### config.mk
export PLATFORM = sky130hd
export DESIGN_NAME = serial_frame_transmitter_fifo
export DESIGN_NICKNAME = d
export VERILOG_FILES = /design/src/design/sft_pkg.sv /design/src/design/serial_frame_transmitter_fifo.sv /design/src/design/sft_store.sv /design/src/design/sft_outq.sv
export SDC_FILE = /design/constraint.sdc
export NUM_CORES = 1
export LEC_CHECK = 0
export BUFFER_PORTS_ARGS = -buffer_cell sky130_fd_sc_hd__buf_2
export CAP_MARGIN = 20
export CORE_UTILIZATION = 30
export CTS_BUF_LIST = sky130_fd_sc_hd__clkbuf_4 sky130_fd_sc_hd__clkbuf_8 sky130_fd_sc_hd__clkbuf_16
export DETAILED_ROUTE_END_ITERATION = 12
export GPL_ROUTABILITY_DRIVEN = 1
export PLACE_DENSITY = 0.43
export SLEW_MARGIN = 5
export SYNTH_ARGS = -nofsm -noshare
export SYNTH_HDL_FRONTEND = slang
export SYNTH_SLANG_ARGS = --single-unit
### constraint.sdc
create_clock -name clk -period 3 [get_ports clk]
set_input_delay 0.6 -clock clk [delete_from_list [all_inputs] [get_ports clk]]
set_output_delay 0.6 -clock clk [all_outputs]
set_load 0.005 [all_outputs]
### src/design/sft_pkg.sv
`default_nettype none
package sft_pkg;

  // Width of the byte field on the request channel.
  localparam int unsigned BYTE_W = 8;

  // Start, parity and stop bits framed around the data bits.
  localparam int unsigned FRAME_OVERHEAD = 3;

  // Depth of the result queue ahead of the output port.
  localparam int unsigned OUTQ_DEPTH = 2;

  // Request kinds carried by the action field.
  typedef enum logic {
    ACT_WRITE = 1'b0,
    ACT_TICK  = 1'b1
  } action_t;

  // Configuration register indexes.
  typedef enum logic {
    REG_START_LEVEL = 1'b0,
    REG_STOP_LEVEL  = 1'b1
  } cfg_reg_t;

  // One line level as it travels to the output port.
  typedef logic line_bit_t;

endpackage
`default_nettype wire

### src/design/serial_frame_transmitter_fifo.sv
`default_nettype none
// Serial frame transmitter with a byte ring buffer. One request can be accepted
// in each clock while the result queue is not full. A write request stores
// data_byte in the ring buffer (no full check, so an overflow overwrites unsent
// bytes); a tick request returns one line_bit result: start level, DATA_BITS
// data bits LSB first, even parity, stop level, then one gap bit of 0, and 0
// when idle. The levels are taken when a frame starts. The byte of a frame is
// read from the buffer memory in the tick that starts the frame and is used
// from the following tick on. Results pass through a two-entry queue, so
// requests keep flowing while one result waits at the output. The buffer has
// no clearing pass after reset.
module serial_frame_transmitter_fifo #(
  parameter int unsigned BUFFER_DEPTH = 64,
  parameter int unsigned DATA_BITS    = 8
) (
  input  wire logic                       clk,
  input  wire logic                       rst_n,
  input  wire logic                       cfg_we,
  input  wire logic                       cfg_index,
  input  wire logic                       cfg_data,
  input  wire logic                       in_valid,
  output      logic                       in_stall,
  input  wire logic                       in_action,
  input  wire logic [sft_pkg::BYTE_W-1:0] in_data_byte,
  output      logic                       out_valid,
  input  wire logic                       out_stall,
  output      logic                       out_line_bit
);

  import sft_pkg::*;

  localparam int unsigned AW        = (BUFFER_DEPTH > 1) ? $clog2(BUFFER_DEPTH) : 1;
  localparam int unsigned FRAME_LEN = DATA_BITS + FRAME_OVERHEAD;
  localparam int unsigned PW        = $clog2(FRAME_LEN + 1);

  logic [AW-1:0]        rd_idx_r, rd_idx_nxt;
  logic [AW-1:0]        wr_idx_r, wr_idx_nxt;
  logic                 wrapped_r, wrapped_nxt;
  logic                 active_r, active_nxt;
  logic [PW-1:0]        pos_r, pos_nxt;
  logic                 stop_lvl_r, stop_lvl_nxt;
  logic                 start_cfg_r;
  logic                 stop_cfg_r;
  logic                 in_acc;
  logic                 is_tick;
  logic                 is_write;
  logic                 load;
  logic                 full;
  line_bit_t            line_bit;
  logic [DATA_BITS-1:0] frame_byte;
  logic [FRAME_LEN-1:0] frame_vec;

  assign in_stall = full;
  assign in_acc   = in_valid && !in_stall;
  assign is_tick  = in_acc && (action_t'(in_action) == ACT_TICK);
  assign is_write = in_acc && (action_t'(in_action) == ACT_WRITE);

  // A tick starts a frame when idle and the buffer holds unsent bytes.
  assign load = is_tick && !active_r && (rd_idx_r != wr_idx_r) &&
                ((rd_idx_r < wr_idx_r) || wrapped_r);

  // Byte store: written by write requests, read once per frame.
  sft_store #(
    .DEPTH (BUFFER_DEPTH),
    .WIDTH (DATA_BITS),
    .AW    (AW)
  ) u_store (
    .clk       (clk),
    .wr_en     (is_write),
    .wr_addr   (wr_idx_r),
    .wr_data   (in_data_byte[DATA_BITS-1:0]),
    .rd_en     (load),
    .rd_addr   (rd_idx_r),
    .rd_data_r (frame_byte)
  );

  // Frame as sent; the start position is covered by the loading tick itself.
  assign frame_vec = {stop_lvl_r, ^frame_byte, frame_byte, start_cfg_r};

  // Index, flag and bit-position update for the accepted request.
  always_comb begin
    rd_idx_nxt   = rd_idx_r;
    wr_idx_nxt   = wr_idx_r;
    wrapped_nxt  = wrapped_r;
    active_nxt   = active_r;
    pos_nxt      = pos_r;
    stop_lvl_nxt = stop_lvl_r;
    line_bit     = 1'b0;
    if (is_write) begin
      if (wr_idx_r == AW'(BUFFER_DEPTH - 1)) begin
        wr_idx_nxt  = '0;
        wrapped_nxt = 1'b1;
      end else begin
        wr_idx_nxt = wr_idx_r + AW'(1);
      end
    end
    if (load) begin
      if (rd_idx_r == AW'(BUFFER_DEPTH - 1)) begin
        rd_idx_nxt  = '0;
        wrapped_nxt = 1'b0;
      end else begin
        rd_idx_nxt = rd_idx_r + AW'(1);
      end
      active_nxt   = 1'b1;
      pos_nxt      = PW'(1);
      stop_lvl_nxt = stop_cfg_r;
      line_bit     = start_cfg_r;
    end else if (is_tick && active_r) begin
      if (pos_r < PW'(FRAME_LEN)) begin
        line_bit = frame_vec[pos_r];
        pos_nxt  = pos_r + PW'(1);
      end else begin
        active_nxt = 1'b0;
        pos_nxt    = '0;
      end
    end
  end

  // Control state and configuration registers.
  always_ff @(posedge clk) begin
    if (!rst_n) begin
      rd_idx_r    <= '0;
      wr_idx_r    <= '0;
      wrapped_r   <= 1'b0;
      active_r    <= 1'b0;
      pos_r       <= '0;
      start_cfg_r <= 1'b1;
      stop_cfg_r  <= 1'b0;
    end else begin
      rd_idx_r  <= rd_idx_nxt;
      wr_idx_r  <= wr_idx_nxt;
      wrapped_r <= wrapped_nxt;
      active_r  <= active_nxt;
      pos_r     <= pos_nxt;
      if (cfg_we) begin
        unique case (cfg_reg_t'(cfg_index))
          REG_START_LEVEL: start_cfg_r <= cfg_data;
          REG_STOP_LEVEL:  stop_cfg_r  <= cfg_data;
          default: begin
          end
        endcase
      end
    end
    stop_lvl_r <= stop_lvl_nxt;
  end

  // Result queue ahead of the output port.
  sft_outq u_outq (
    .clk          (clk),
    .rst_n        (rst_n),
    .push         (is_tick),
    .push_bit     (line_bit),
    .full         (full),
    .out_valid    (out_valid),
    .out_stall    (out_stall),
    .out_line_bit (out_line_bit)
  );

`ifndef SYNTH
  a_active_pos: assert property (@(posedge clk) disable iff (!rst_n)
    active_r |-> ((pos_r != '0) && (pos_r <= PW'(FRAME_LEN))))
    else $error("bit position out of range during a frame");

  a_idle_pos: assert property (@(posedge clk) disable iff (!rst_n)
    !active_r |-> (pos_r == '0))
    else $error("bit position not cleared while idle");

  a_read_on_load: assert property (@(posedge clk) disable iff (!rst_n)
    $past(rst_n) && (rd_idx_r != $past(rd_idx_r)) |-> $past(load))
    else $error("read index moved without a frame load");
`endif

endmodule
`default_nettype wire

### src/design/sft_store.sv
`default_nettype none
module sft_store #(
  parameter int unsigned DEPTH = 64,
  parameter int unsigned WIDTH = 8,
  parameter int unsigned AW    = 6
) (
  input  wire logic             clk,
  input  wire logic             wr_en,
  input  wire logic [AW-1:0]    wr_addr,
  input  wire logic [WIDTH-1:0] wr_data,
  input  wire logic             rd_en,
  input  wire logic [AW-1:0]    rd_addr,
  output      logic [WIDTH-1:0] rd_data_r
);

  logic [WIDTH-1:0] mem [DEPTH];

  // Single write port; entries hold whatever was last written.
  always_ff @(posedge clk) begin
    if (wr_en) begin
      mem[wr_addr] <= wr_data;
    end
  end

  // Registered read; the data holds until the next read is issued.
  always_ff @(posedge clk) begin
    if (rd_en) begin
      rd_data_r <= mem[rd_addr];
    end
  end

endmodule
`default_nettype wire

### src/design/sft_outq.sv
`default_nettype none
module sft_outq (
  input  wire logic               clk,
  input  wire logic               rst_n,
  input  wire logic               push,
  input  wire sft_pkg::line_bit_t push_bit,
  output      logic               full,
  output      logic               out_valid,
  input  wire logic               out_stall,
  output      sft_pkg::line_bit_t out_line_bit
);

  import sft_pkg::*;

  localparam int unsigned CW = $clog2(OUTQ_DEPTH + 1);

  logic [CW-1:0] count_r, count_nxt;
  line_bit_t     head_r, head_nxt;
  line_bit_t     tail_r, tail_nxt;
  logic          pop;

  assign pop          = out_valid && !out_stall;
  assign out_valid    = (count_r != '0);
  assign out_line_bit = head_r;
  assign full         = (count_r == CW'(OUTQ_DEPTH));

  // Two-entry queue: the head feeds the port, the tail takes a request
  // while the head is stalled.
  always_comb begin
    count_nxt = count_r;
    head_nxt  = head_r;
    tail_nxt  = tail_r;
    unique case ({push, pop})
      2'b10: begin
        if (count_r == '0) begin
          head_nxt = push_bit;
        end else begin
          tail_nxt = push_bit;
        end
        count_nxt = count_r + CW'(1);
      end
      2'b01: begin
        head_nxt  = tail_r;
        count_nxt = count_r - CW'(1);
      end
      2'b11: begin
        if (count_r == CW'(1)) begin
          head_nxt = push_bit;
        end else begin
          head_nxt = tail_r;
          tail_nxt = push_bit;
        end
      end
      default: begin
      end
    endcase
  end

  // Occupancy is control state; the entries need no reset.
  always_ff @(posedge clk) begin
    if (!rst_n) begin
      count_r <= '0;
    end else begin
      count_r <= count_nxt;
    end
    head_r <= head_nxt;
    tail_r <= tail_nxt;
  end

`ifndef SYNTH
  a_count_bound: assert property (@(posedge clk) disable iff (!rst_n)
    count_r <= CW'(OUTQ_DEPTH))
    else $error("result queue occupancy out of range");

  a_no_overflow: assert property (@(posedge clk) disable iff (!rst_n)
    !(push && full))
    else $error("result pushed into a full queue");

  a_push_grows: assert property (@(posedge clk) disable iff (!rst_n)
    (push && !pop) |=> (count_r == $past(count_r) + CW'(1)))
    else $error("queue occupancy did not grow on push");
`endif

endmodule
`default_nettype wire

### Yosys cells after proc, flatten, opt, wreduce, memory -nomap -nowiden

Memory sizes are Yosys's and may differ from the RTL's. A register that Yosys moved wholly into a read port is not among the register bits.
Cells that the tools add are included.

* memories kept: 1
* input port bits: 16
* word-level logic and storage cells: 87
* output and inout bits: 3
* RAM bits: 512
* bits in registers: 25

Memory list
* u_store.mem: words 64, width 8, rd ports 1, clocked after memory_dff 1, write ports 1, RTL line sft_store.sv:16 `logic [WIDTH-1:0] mem [DEPTH];`

* bitwise gates (word level): 3
* equality and inequality tests: 12
* add/sub/neg operators: 5
* reduce and logical (&&, ||, !) cells: 25
* mux-type cells: 26
* magnitude comparators: 3

Operators with widths (number)
* $mux W1: 19
* $add A6 B1 Y6 const B: 2
* $eq A6 B6 Y1 const B: 2
* $mux W6: 2
* $logic_and A1 B1 Y1: 8
* $reduce_and A2 Y1: 4
* $reduce_bool A2 Y1: 4
* $reduce_xor A8 Y1: 1
* $eq A2 B2 Y1 const B: 3
* $lt A6 B6 Y1: 1
* $ne A2 B2 Y1 const B: 3
* $ne A6 B6 Y1: 1
* $lt A4 B5 Y1 const B: 1
* $add A4 B1 Y4 const B: 1
* $bmux W1 S4: 1
* $eq A2 B1 Y1 const B: 2
* $lt A4 B4 Y1 const B: 1
* $mux W4: 1
* $pmux W2 S2: 1
* $logic_not A1 Y1: 3
* $not A1 Y1: 3
* $pmux W1 S3: 1
* $reduce_and A3 Y1: 1
* $reduce_bool A3 Y1: 1
* 7 further kinds: 7

### Longest topological paths before layout

Gate-level depths: netlist of the first run.

* word-level depth: 10
* mapped depth: 13
* mapped depth without buffers: 8

### Cells and area by module

From an unflattened synthesis of the first run, not the netlist that was laid out.

* cells, all modules: 1122
* area total of the unflattened synthesis: 21846.0 µm²

By module, submodules not included
* sft_store: cells each 940, instances 1, sequential area each 15615.0 µm², area each 20246.9 µm²
* serial_frame_transmitter_fifo: cells each 153, instances 1, sequential area each 430.4 µm², area each 1316.3 µm²
* sft_outq: cells each 29, instances 1, sequential area each 100.1 µm², area each 282.8 µm²

### Worst setup path after synthesis of the first run

No wires, ideal clock.

* path kind: reg-to-reg
* from: reg rd_idx_r[0]
* to: reg u_outq.head_r, in the netlist u_outq.out_line_bit (data pin)
* stages on the path, launching flop included: 14
* arrival time: 2.856 ns
* data required time: 2.732 ns
* slack: -0.124 ns
* clock period less this slack: 3.124 ns
* setup time: 0.268 ns
* cell sequence: dfxtp_1 -> buf_6 -> buf_4 -> inv_1 -> buf_4 -> clkbuf_1 -> ha_1 -> or3b_2 -> a31oi_1 -> or2_2 -> buf_2 -> inv_1 -> a21oi_1 -> a31oi_1

* cells in the longest elaborated chain, start to end: 6
* elaborated cells on any way between the ends: 9
* classes of those cells: order compare: 1; eq/ne: 1; mux: 4; reduce/logical: 3

Ends and longest elaborated chain
* start, declared: RTL line serial_frame_transmitter_fifo.sv:36 `logic [AW-1:0] rd_idx_r, rd_idx_nxt;`
* start signal, assigned: RTL line serial_frame_transmitter_fifo.sv:130 `rd_idx_r <= rd_idx_nxt;`
* $lt A6 B6 Y1 / $ne A6 B6 Y1 (equally long branches): RTL line serial_frame_transmitter_fifo.sv:60, serial_frame_transmitter_fifo.sv:59
* $logic_or A1 B1 Y1 / $logic_and A1 B1 Y1 (equally long branches): RTL line serial_frame_transmitter_fifo.sv:60, serial_frame_transmitter_fifo.sv:59
* $logic_and A1 B1 Y1 (*): RTL line serial_frame_transmitter_fifo.sv:59 `assign load = is_tick && !active_r && (rd_idx_r != wr_idx_r) &&`
* $mux W1 (*): RTL line serial_frame_transmitter_fifo.sv:97 `if (load) begin`
* $mux W1 (on tied branches): RTL line sft_outq.sv:47, sft_outq.sv:35
* $pmux W1 S3 (*): RTL line sft_outq.sv:33 `unique case ({push, pop})`
* named net u_outq.head_nxt: RTL line sft_outq.sv:18 `line_bit_t head_r, head_nxt;`
* end signal, assigned: RTL line sft_outq.sv:66 `head_r <= head_nxt;`
* end, declared: RTL line sft_outq.sv:18

Mark *: on every way through the listed nets, which the timed path passes. The rest lies on a longest branch. The select of a mux whose other input is x is not followed.
A chain may end at the register's enable or synchronous reset.

### Worst setup path after layout of the first run

* from: reg rd_idx_r[0]
* to: reg u_store.rd_data_r[1] (read register of u_store.mem) (data pin)

* cells in the longest elaborated chain, start to end: 3
* elaborated cells on any way between the ends: 5
* classes of those cells: order compare: 1; eq/ne: 1; reduce/logical: 3

Ends and longest elaborated chain
* $lt A6 B6 Y1 / $ne A6 B6 Y1 (equally long branches): RTL line serial_frame_transmitter_fifo.sv:60, serial_frame_transmitter_fifo.sv:59
* $logic_or A1 B1 Y1 / $logic_and A1 B1 Y1 (equally long branches): RTL line serial_frame_transmitter_fifo.sv:60, serial_frame_transmitter_fifo.sv:59
* $logic_and A1 B1 Y1: RTL line serial_frame_transmitter_fifo.sv:59
* end, declared: RTL line sft_store.sv:13 `output logic [WIDTH-1:0] rd_data_r`

Parallel ways exist; a longest one is shown, timed or not.

==> key figures, run 1 <==
Synth
  • Net count after synthesis: around 1.2k
  • Mapped cell area: 21760 µm²
  • Ys async rst share: 0
  • Post-synth EDFFs: 523
  • Sequential area share after synthesis: 0.7418
  • Yosys Warn Count: 0
  • Area share of and/or/nand/nor cells after synthesis: 0.04427
  • Syn_area_per_cell: 19.24 µm²
  • Post-synthesis mux area share: 0.1453
  • Synth Area in XOR/XNOR: 0.007243
  • Top_reg_cell synth: edfxtp_1
  • Compound-Gate Fraction of Synth Area: 0.03570
  • Largest family of logic cells by synthesized area: multiplexers
  • Seq cells post-synth: 545
  • Adder-cell area share of the yosys netlist: 0.008623
  • Yosys cell types: 60
  • Gate Count Post-Synth: 1131

Worst setup path
  • CP Data Required Time: roughly 3.4 ns
  • Critical path class: reg2reg
  • Crit Reg-Reg Endpoint: u_store.rd_data_r[1]
  • CP arrival: 3.20 ns
  • Setup crit end kind: flop
  • CP startpoint: rd_idx_r[0]
  • Worst reg2reg path depth: 7
  • Max Fanout on Critical Path: 11
  • Reg-to-Reg Start: rd_idx_r[0]
  • Crit path launch type: flop
  • FF-to-FF setup slack: 0.17 ns

Drt
  • DRC errors left: 0
  • Via count: 11.28k
  • Initial DRC count: 980
  • Via/cell ratio: 4.906
  • WL per Instance: about 25 µm
  • Routed wire length: 58590 µm
  • Antenna Nets Post-Route: 0
  • Pre-Repair DR Iteration Count: 5

Job
  • Max-cap violation count: 0

STA
  • Rel. slew slack: 0.4466
  • Tcrit/Tclk final: 0.9422
  • # setup viols final: 0
  • Count of pins over their slew limit: 0
  • Worst Tran Pin Value: a little over 0.8 ns
  • Tmin final: approximately 2.8 ns
  • Final Skew: ~0.025 ns
  • Hold Fails Final Rpt: 0
  • Fin Setup TNS: 0 ns
  • Unrepaired setup endpoints after global routing: no
  • Fmax: 353.8 MHz

Floorplan
  • Effective utilization at floorplan: 0.3039
  • IO Pins: 19
  • Die area: roughly 74000 µm²
  • Horiz. Die Dim: 271.4 µm
  • Core box area: 71610 µm²
  • Die H: 271.4 µm
  • # rows: 98

Global routing
  • Initial antenna violation count: 2
  • Grt ovf: 0
  • Total track usage: 0.1607
  • First-pass GRT wire length: 85100 µm
  • Largest net degree at the start of global routing: 65
  • Vias in the first global route: 11.58k

Clocking
  • CTS tree: built
  • CTS Buf Count: 60
  • Root Driver: clkbuf_16
  • Clk buf depth: 3
  • Post-CTS Setup Inserts: 0
  • Skew-Pair Late Insertion Delay: between 0.6 and 0.7 ns
  • Clock-pin slew on the worst setup and hold paths: approximately 0.060 ns
  • CTS Hold Bufs: 0
  • # resized after CTS: 0
  • CTS H-tree lvls: 2
  • Sinks on Clock Net: 545

Pwr
  • Worst vdd ir: 0.4115 mV
  • Power Density: 622.9 nW/µm²
  • Static Leak: between 8 and 9 nW

Layout
  • Final Core Density: 0.3621
  • Layout cell share with drive strength beyond 1: 0.2967
  • Fillers: between 6k and 7k
  • Final nets: 1332
  • Most frequent cells in the layout: 523 x edfxtp_1, 129 x buf_4, 115 x mux4_2
  • Commonest non-fill, non-tap cell in the layout: edfxtp_1
  • Finished Layout Cells: 2299
  • Area Overhead vs Synth: 19.14%

Place
  • Port bufs: 18
  • GPL Wtd Cong: approximately 0.85
  • Post-DP HPWL: 38020 µm
  • Placed cell count: 2189

Hold path
  • Hold path endpoint: start_cfg_r
  • HP Start: cfg_data
  • Hold path depth: 3
  • Worst hold path class: in2reg

Run status
  • Outcome: complete, no violations
## final cells by class
cell class / instances / area [µm²] / area share
clock buffer: 75 / 1632 / 0.06292
clock inverter: 34 / 286.5 / 0.01105
antenna: 1 / 2.502 / 0.00009651
multi-input combinational: 519 / 5268 / 0.2031
inverter: 14 / 56.30 / 0.002171
sequential: 545 / 16160 / 0.6231
tap: 950 / 1189 / 0.04584
timing repair buffer: 161 / 1339 / 0.05163
## synthesized netlist by cell type, types with 2 or more instances
cell,number,share of area
o21a_1,2,0.00069
nor3b_1,3,0.0010
buf_4,12,0.0041
a31oi_1,9,0.0026
o211ai_1,3,0.0010
o22ai_1,15,0.0043
ha_1,15,0.0086
nand3b_1,5,0.0017
o221ai_1,4,0.0016
and3_1,2,0.00057
a22oi_1,10,0.0034
a22o_1,5,0.0020
nand3_1,18,0.0041
edfxtp_1,523,0.72
buf_2,11,0.0025
o21ai_0,14,0.0032
nor4_1,3,0.00086
buf_6,8,0.0041
nor2b_1,10,0.0029
xor2_1,2,0.00080
mux2_2,18,0.0093
clkbuf_1,21,0.0036
a21oi_1,15,0.0034
inv_1,13,0.0022
nor2_1,84,0.014
nand2_1,44,0.0076
dfxtp_1,22,0.020
xnor2_1,16,0.0064
a311oi_1,5,0.0020
or3b_2,2,0.00080
or3_1,2,0.00057
nand2b_1,7,0.0020
a21boi_0,4,0.0014
nor3_1,8,0.0018
mux4_2,115,0.12
a211oi_1,7,0.0024
and2_1,8,0.0023
mux2i_1,37,0.017
a221oi_1,7,0.0028
nor4bb_1,2,0.00092
## per-layer routing
metal  wire, µm  vias up  share of wire  GRT usage
met1      28470     5962           0.49     0.2386
met2      26240      261           0.45     0.2428
li1           -     4971              -          -
met4       1358        0          0.023    0.04361
met3       2518       86          0.043    0.02645
met5          0        -              0          0
## metrics by stage
step | instance area, µm² | hold WS, ns | power (mW) | setup slack, ns
after floorplan | 21790 | 0.4081 | 8.825 | 0.008414
after global placement | 24010 | 0.4454 | 9.123 | 0.04981
after detailed placement | 24010 | 0.4534 | 9.130 | 0.06637
after CTS | 25930 | 0.1759 | 16.38 | 0.05127
after global routing | 25930 | 0.2058 | 16.69 | 0.004357
final | 25930 | 0.2191 | 16.15 | 0.1733
## flip-flops by register name, summed over array words and instances (netlist names)
signal,count
u_outq.count_r,2
active_r,1
pos_r,4
u_store.mem,512
stop_cfg_r,1
stop_lvl_r,1
rd_idx_r,6
u_outq.tail_r,1
start_cfg_r,1
u_store.rd_data_r,8
wr_idx_r,6
wrapped_r,1
u_outq.out_line_bit,1
## power by group
group          switching, mW  total (mW)  internal [mW]
registers             0.0331        8.41           8.38
logic                  0.342       0.548          0.206
clock network           3.01        7.19           4.18
## worst max path at each step
stage                           endpoint  slack, ns  depth (start not counted)
floorplan            u_outq.out_line_bit      0.008                         13
global placement    u_store.rd_data_r[1]       0.05                          7
detailed placement  u_store.rd_data_r[1]       0.07                          7
CTS                 u_store.rd_data_r[1]       0.05                          7
global route        u_store.rd_data_r[1]      0.004                          7
finish              u_store.rd_data_r[1]       0.17                          7
## cells by family after synthesis
kind of cell / count (synthesis)
AO/OA/AOI/OAI: 111
AND/OR/NAND/NOR: 205
flip-flops: 545
multiplexers: 170
buffers and inverters: 67
adder cells (fa/ha/maj): 15
XOR/XNOR: 18
## critical path, cell delays in order, from the launching register on
cell and delay [ns]:
dfxtp_4 0.55, buf_4 0.29, mux4_2 0.52, nor2b_1 0.14, a211oi_1 0.52, buf_4 0.23
nor3_1 0.05, a211o_1 0.27
(Power assumes the default switching activity.)
==> run 2, diff against run 1 <==
--- a/config.mk
+++ b/config.mk
@@ -7,11 +7,11 @@
 export LEC_CHECK = 0
 export BUFFER_PORTS_ARGS = -buffer_cell sky130_fd_sc_hd__buf_2
 export CAP_MARGIN = 20
-export CORE_UTILIZATION = 30
+export CORE_UTILIZATION = 50
 export CTS_BUF_LIST = sky130_fd_sc_hd__clkbuf_4 sky130_fd_sc_hd__clkbuf_8 sky130_fd_sc_hd__clkbuf_16
 export DETAILED_ROUTE_END_ITERATION = 12
 export GPL_ROUTABILITY_DRIVEN = 1
-export PLACE_DENSITY = 0.43
+export PLACE_DENSITY = 0.66
 export SLEW_MARGIN = 5
 export SYNTH_ARGS = -nofsm -noshare
 export SYNTH_HDL_FRONTEND = slang
==> run 2 against run 1 <==
Effect of this change:
- worst setup slack gained 0.12 ns
- register-to-register slack gained 0.12 ns
- flip-flop and latch count is the same
- first-iteration DRC count grew 31%
- maximum frequency grew 4.5%
- largest cell class unchanged
==> key figures, run 2 (synthesized netlist as in run 1, its figures left out) <==
STA
  • # setup viols final: 0
  • Tmin final: 2.706 ns
  • Tcrit/Tclk final: 0.9020
  • Fmax: 369.5 MHz
  • Rel. slew slack: 0.3480
  • Worst Tran Pin Value: 0.9744 ns
  • Count of pins over their slew limit: 0
  • Hold Fails Final Rpt: 0
  • Final Skew: between 0.02 and 0.025 ns
  • Setup slack after layout: 0.2940 ns
  • Fin Setup TNS: 0 ns
  • Unrepaired setup endpoints after global routing: no

Layout
  • Max reg flops: ~510
  • Most frequent cells in the layout: 523 x edfxtp_1, 115 x mux4_2, 112 x buf_4
  • Area Overhead vs Synth: 14.64%
  • Reg with most FFs: u_store.mem
  • ANT cells: 0
  • Layout cell share with drive strength beyond 1: 0.2784
  • Final Core Density: 0.5805
  • Final Cell Area: around 25000 µm²
  • Commonest non-fill, non-tap cell in the layout: edfxtp_1
  • Largest regs: u_store.mem (512), u_store.rd_data_r (8)
  • Final nets: roughly 1.3k

Job
  • Max-cap violation count: 0

Worst setup path
  • Crit path launch type: flop
  • Setup crit end kind: flop
  • Max Fanout on Critical Path: 7
  • Worst reg2reg path depth: 8
  • Critical path class: reg2reg
  • CP Data Required Time: 3.28 ns
  • FF-to-FF setup slack: 0.29 ns
  • Crit Reg-Reg Endpoint: u_store.mem[47][5]
  • Reg-to-Reg Start: u_outq.count_r[0]
  • CP arrival: 2.99 ns

Clocking
  • Clock-pin slew on the worst setup and hold paths: 0.06 ns
  • Clk buf depth: 3
  • CTS H-tree lvls: 2
  • Root Driver: clkbuf_16
  • CTS Buf Count: 54
  • Sinks on Clock Net: around 550
  • # resized after CTS: 0
  • Skew-Pair Late Insertion Delay: 0.60 ns
  • CTS tree: built
  • Post-CTS Setup Inserts: 0
  • CTS Hold Bufs: 0

Global routing
  • First-pass GRT wire length: ~76000 µm
  • Largest net degree at the start of global routing: 65
  • Vias in the first global route: around 12k
  • Initial antenna violation count: 0
  • Grt ovf: 0
  • Total track usage: 0.2400

Drt
  • Pre-Repair DR Iteration Count: 5
  • WL per Instance: 27.25 µm
  • Via/cell ratio: approximately 6
  • Via count: ~11k
  • Initial DRC count: 1280
  • Routed wire length: 51660 µm
  • DRC errors left: 0
  • Antenna Nets Post-Route: 0

Floorplan
  • Die area: 44370 µm²
  • Die H: 210.6 µm
  • Effective utilization at floorplan: 0.5064
  • # rows: 76
  • Core box area: around 43000 µm²
  • IO Pins: 19
  • Horiz. Die Dim: 210.6 µm

Pwr
  • Static Leak: 7.887 nW
  • Power Density: 607.7 nW/µm²
  • Power, Total: 15.16 mW
  • Worst vdd ir: 0.4489 mV

Hold path
  • HP Start: cfg_data
  • Worst hold path class: in2reg
  • Hold path depth: 3
  • Hold path endpoint: start_cfg_r

Place
  • GPL Wtd Cong: 0.9409
  • Port bufs: 18
  • Post-DP HPWL: 33070 µm
  • Placed instance area: around 23000 µm²
  • Pre-CTS setup slack: about 0.35 ns

Run status
  • Outcome: complete, no violations
## run 2: cell types whose count changed in the layout (fill, tap and decap cells not counted), sizes merged
| cell | change |
|---|---|
| buf | -22 |
| clkinvlp | -1 |
| clkinv | -4 |
| inv | -1 |
| clkbuf | -6 |
| bufinv | -3 |
| diode | -1 |
## run 2: how the worst max path moves through the flow
stage | startpoint | to | slack [ns] | depth (start not counted)
floorplan | rd_idx_r[0] | u_outq.out_line_bit | 0.008 | 13
global placement | in_valid | u_store.mem[47][2] | 0.37 | 7
detailed placement | rd_idx_r[1] | u_store.rd_data_r[3] | 0.35 | 6
CTS | u_outq.count_r[0] | u_store.mem[47][3] | 0.32 | 8
global route | u_outq.count_r[0] | rd_idx_r[0] | 0.19 | 9
finish | u_outq.count_r[0] | u_store.mem[47][5] | 0.29 | 8
## run 2: where the power goes
group          switching, mW  internal [mW]  total, mW  leakage [nW]
Combinational          0.329          0.196      0.525          2.19
Sequential            0.0336           8.38       8.41          4.88
Clock                   2.68           3.55       6.22         0.817
## run 2: area by class of cell
| class | count | area, µm² |
|---|---|---|
| fillers | 3237 | 18030 |
| flip-flops and latches | 545 | 16160 |
| multi-input cells | 519 | 5268 |
| clock buffers | 69 | 1481 |
| repair buffers | 139 | 1111 |
| well taps | 585 | 732.0 |
| clock inverters | 25 | 143.9 |
| inverters | 14 | 56.30 |
## run 2: stage by stage
stage,std cells,hold WS [ns]
floorplan,1131,0.4081
global placement,1802,0.4702
detailed placement,1802,0.4696
CTS,1896,0.2059
global route,1896,0.2289
finish,1896,0.2332
## run 2: worst max-delay path, cell delays in order (launching register included)
cell and delay, ns:
dfxtp_1 0.38, inv_1 0.08, ha_1 0.27, nor4bb_1 0.31
buf_4 0.21, and3_1 0.23, nand2_1 0.13, nor3_1 0.48
buf_4 0.30
## run 2: layer usage
layer | GRT usage | wire [µm]
met5 | 0.01335 | 77
met1 | 0.3446 | 21780
met4 | 0.09295 | 1666
met2 | 0.3687 | 24060
met3 | 0.04148 | 4083
